**src/sv/eka_ram.sv**
```systemverilog
// generic simple dual port ram with registered read
module eka_ram
    #(
    parameter int WIDTH = 8,
    parameter int DEPTH = 256
) (
    input  logic                     i_clk,
    input  logic                     i_we,
    input  logic [$clog2(DEPTH)-1:0] i_waddr,
    input  logic [WIDTH-1:0]         i_wdata,
    input  logic [$clog2(DEPTH)-1:0] i_raddr,
    output logic [WIDTH-1:0]         o_rdata
);

    logic [WIDTH-1:0] r_mem [DEPTH];
    logic [WIDTH-1:0] r_rdata;

    always_ff @(posedge i_clk) begin
        if (i_we) begin
            r_mem[i_waddr] <= i_wdata;
        end
        r_rdata <= r_mem[i_raddr];
    end

    assign o_rdata = r_rdata;

endmodule

```
**config.mk**
```make
export PLATFORM = sky130hd
export DESIGN_NAME = eka_ram
export DESIGN_NICKNAME = d
export VERILOG_FILES = /design/src/sv/eka_ram.sv
export SDC_FILE = /design/constraint.sdc
export NUM_CORES = 2
export LEC_CHECK = 0
export ABC_AREA = 1
export BUFFER_PORTS_ARGS = -buffer_cell sky130_fd_sc_hd__clkbuf_2
export CELL_PAD_IN_SITES_DETAIL_PLACEMENT = 1
export CELL_PAD_IN_SITES_GLOBAL_PLACEMENT = 1
export CORE_UTILIZATION = 45
export CTS_CLUSTER_DIAMETER = 30
export DETAILED_ROUTE_END_ITERATION = 7
export GPL_ROUTABILITY_DRIVEN = 0
export PLACE_DENSITY_LB_ADDON = 0.08
export SLEW_MARGIN = 20
export SYNTH_ARGS = -nofsm -noshare
export SYNTH_HDL_FRONTEND = slang
export SYNTH_SLANG_ARGS = --single-unit
```
**constraint.sdc**
```tcl
create_clock -name i_clk -period 2.85 [get_ports i_clk]
set_clock_uncertainty 0.1 [all_clocks]
set_input_delay 0.285 -clock i_clk [delete_from_list [all_inputs] [get_ports i_clk]]
set_output_delay 0.285 -clock i_clk [all_outputs]
set_load 0.01 [all_outputs]
```
==> results.sh <==
export IMPL_portBuffers=33
export IMPL_netlist_instances=7003
export IMPL_p_total_mw=90.1
export IMPL_placed_cells=9615
export IMPL_drv_slew=0
export IMPL_post_drt_wl_per_cell_um=26.8
export IMPL_min_path_type="input port to flip-flop"
export IMPL_track_usage=0.301
export IMPL_cp_cell_sequence="nand2_1, nand3_1, nand3_1, nand3_1, nand3_1, nand3_1, nand3_1, nand2_1, nand2_1, dlygate4sd3_1, nand2_1"
export IMPL_crit_arrival_ns=3.28
export IMPL_max_stage_delay_ns=0.56
export IMPL_cts_repair_resized=0
export IMPL_setup_viol=0
export IMPL_crit_cells=11
export IMPL_yosysUniqueCellTypes=14
export IMPL_tightestPinTransition_ns=0.879
export IMPL_drive_above_1_share=0.170
export IMPL_dieArea_um2=187000
export IMPL_grt_pass1_vias=62700
export IMPL_yosysSeqAreaShare=0.739
export IMPL_period_needed_ns=2.54
export IMPL_placed_area_um2=90100
export IMPL_synth_most_common_cell="nand2_1"
export IMPL_crit_type="flip-flop to flip-flop"
export IMPL_seq_area_um2=61700
export IMPL_outcome="finished, final reports clean"
export IMPL_cp_start_kind="flip-flop"
export IMPL_firstDrtPassIters=5
export IMPL_setup_tns_ns=0
export IMPL_stdcell_area_um2=106000
export IMPL_worst_slack_ns=0.312
export IMPL_crit_path_end_kind="flip-flop"
export IMPL_worstSkewPairLatency_ns=0.99
export IMPL_cp_startpoint="r_mem[143][6]"
export IMPL_viasPerCell=5.68
export IMPL_root_buffer="clkbuf_16"
export IMPL_synthTopCellsByCount="nand2_1 (2,123), edfxtp_1 (2,048), nand3_1 (2,019)"
export IMPL_die_width_um=432
export IMPL_nNetsFinal=7666
export IMPL_grt_max_degree=89
export IMPL_drt_total_wl_um=281000
export IMPL_numCtsBuffers=474
export IMPL_grt_remaining_overflow=0
export IMPL_fmaxAchievable_mhz=394
export IMPL_cts_tree="done"
export IMPL_cts_max_level=5
export IMPL_fin_crit_sh=0.891
export IMPL_rsz0062_at_grt="false"
export IMPL_io_pins=34
export IMPL_yosysWarnings=0
export IMPL_dieHeight_um=432
export IMPL_grt_pass1_wl_um=413000
export IMPL_place_hpwl_um=169000
export IMPL_dp_worst_setup_slack_ns=-0.0637
export IMPL_ff2ff_setup_slack_ns=0.31
export IMPL_power_density_nw_per_um2=853
export IMPL_hold_ws_ns=0.0746
export IMPL_ys_ff_latch=2056
export IMPL_crit_family="simple AND/OR/NAND/NOR gates"
export IMPL_globalRouteMet1Util=0.404
export IMPL_synth_edf_count=2048
export IMPL_p_leak_nw=38.8
export IMPL_use_met2=0.492
export IMPL_coreArea_um2=184000
export IMPL_maxSlewHeadroom=0.412
export IMPL_syn_nets=7029
export IMPL_maxCapViolCount=0
export IMPL_ys_flop_type="edfxtp_1"
export IMPL_vias=59600
export IMPL_row_count=157
export IMPL_synthToLayoutAreaGrowth_pct=26.8
export IMPL_drc=0
export IMPL_antenna_found_initial=6
export IMPL_fillers=18300
export IMPL_busiest_layer="met2"
export IMPL_finalCoreUtilization=0.576
export IMPL_r2r_cells=11
export IMPL_drtIter0Drc=5264
export IMPL_cts_sinks=2056
export IMPL_initial_core_util=0.454
export IMPL_drtAntennaViolNets=0
export IMPL_clockBufferDepth=4
export IMPL_netlist_top_cells_area="edfxtp_1 (74%), nand3_1 (12%), nand2_1 (9.6%), buf_2 (1.6%), nor2_1 (1.3%)"
export IMPL_crit_end="o_rdata[6]"
export IMPL_cp_slowest_cell="dlygate4sd3_1"
export IMPL_synth_top_area_share=0.737
export IMPL_ir_drop_v=0.000847
export IMPL_stdcell_count=10500
export IMPL_hold_viol=0
export IMPL_rr_endpoint="o_rdata[6]"
export IMPL_crit_fanout=1
export IMPL_use_met3=0.0471
export IMPL_multi_input_area_um2=19200
export IMPL_required_ns=3.59
export IMPL_synth_area_leader_cell="edfxtp_1"
export IMPL_synthArstFlopShare=0
export IMPL_r2r_start="r_mem[143][6]"
export IMPL_synth_avg_cell_area_um2=11.9
export IMPL_synth_area_um2=83400
export IMPL_clk_pin_slew_ns=0.04
export IMPL_crit_buf_inv=1
export IMPL_cp_common_cell="nand3_1"
cell usage in the layout, fill, tap and decap left out, types with 8 or more instances in the layout:
| cell | instances |
|---|---|
| clkinv_2 | 93 |
| clkinv_4 | 13 |
| bufinv_16 | 57 |
| clkbuf_16 | 481 |
| clkinvlp_4 | 54 |
| dfxtp_1 | 8 |
| nand2_1 | 2108 |
| buf_4 | 499 |
| edfxtp_1 | 2048 |
| clkbuf_1 | 64 |
| nand3_1 | 2019 |
| inv_6 | 9 |
| buf_12 | 100 |
| inv_1 | 34 |
| clkbuf_2 | 20 |
| dlygate4sd3_1 | 13 |
| nor2_1 | 283 |
| nand2_2 | 15 |
| buf_8 | 11 |
| clkinv_1 | 84 |
where the power goes:
group	leakage [nW]	internal, mW	switching (mW)
logic	12.8	1.20	3.22
registers	18.5	33.4	0.0679
clock network	7.46	35.6	16.6
total	38.8	70.2	19.9
how the worst min path moves through the flow:
stage	startpoint	end	slack, ns	cells after the start
global route	i_raddr[3]	o_rdata[1]	0.07	8
finish	i_raddr[3]	o_rdata[1]	0.07	8
global placement	i_wdata[1]	r_mem[125][1]	0.60	1
floorplan	i_wdata[0]	r_mem[0][0]	0.28	0
detailed placement	i_wdata[1]	r_mem[125][1]	0.60	1
CTS	i_raddr[3]	o_rdata[5]	0.005	8
final cells by class:
type                    instances  share of cell area
multi-input cells            4425               0.181
well taps                    2464              0.0292
repair buffers                644              0.0582
diodes                          2           0.0000473
clock buffers                 548               0.117
inverters                      39             0.00173
flip-flops and latches       2056               0.583
clock inverters               313              0.0298
layer usage:
layer  part of all wire  routed length, um
met1               0.42             119000
met2               0.48             136000
met3              0.059              16700
met4              0.036              10300
met5           0.000057                 16
logic make-up after synthesis:
| family | share of synthesized area |
|---|---|
| buffers and inverters | 0.0312 |
| flip-flops | 0.739 |
| AND/OR/NAND/NOR | 0.229 |
worst register-to-register path, stage by stage, from the launching register on:
cell           delay (ns)
edfxtp_1             0.36
nand2_1              0.08
nand3_1              0.08
nand3_1              0.16
nand3_1              0.16
nand3_1              0.19
nand3_1              0.25
nand3_1              0.27
nand2_1              0.08
nand2_1              0.06
dlygate4sd3_1        0.56
nand2_1              0.05
flip-flops by register name, indices dropped and copies added (netlist names):
register and flops:
r_mem 2048, o_rdata 8
what timing repair did:
action / in CTS / in global routing
hold endpoints to repair: 1612 / 0
hold buffers: 13 / 0
setup buffers: 0 / 0
No activity file was read; power rests on OpenSTA's default activity.
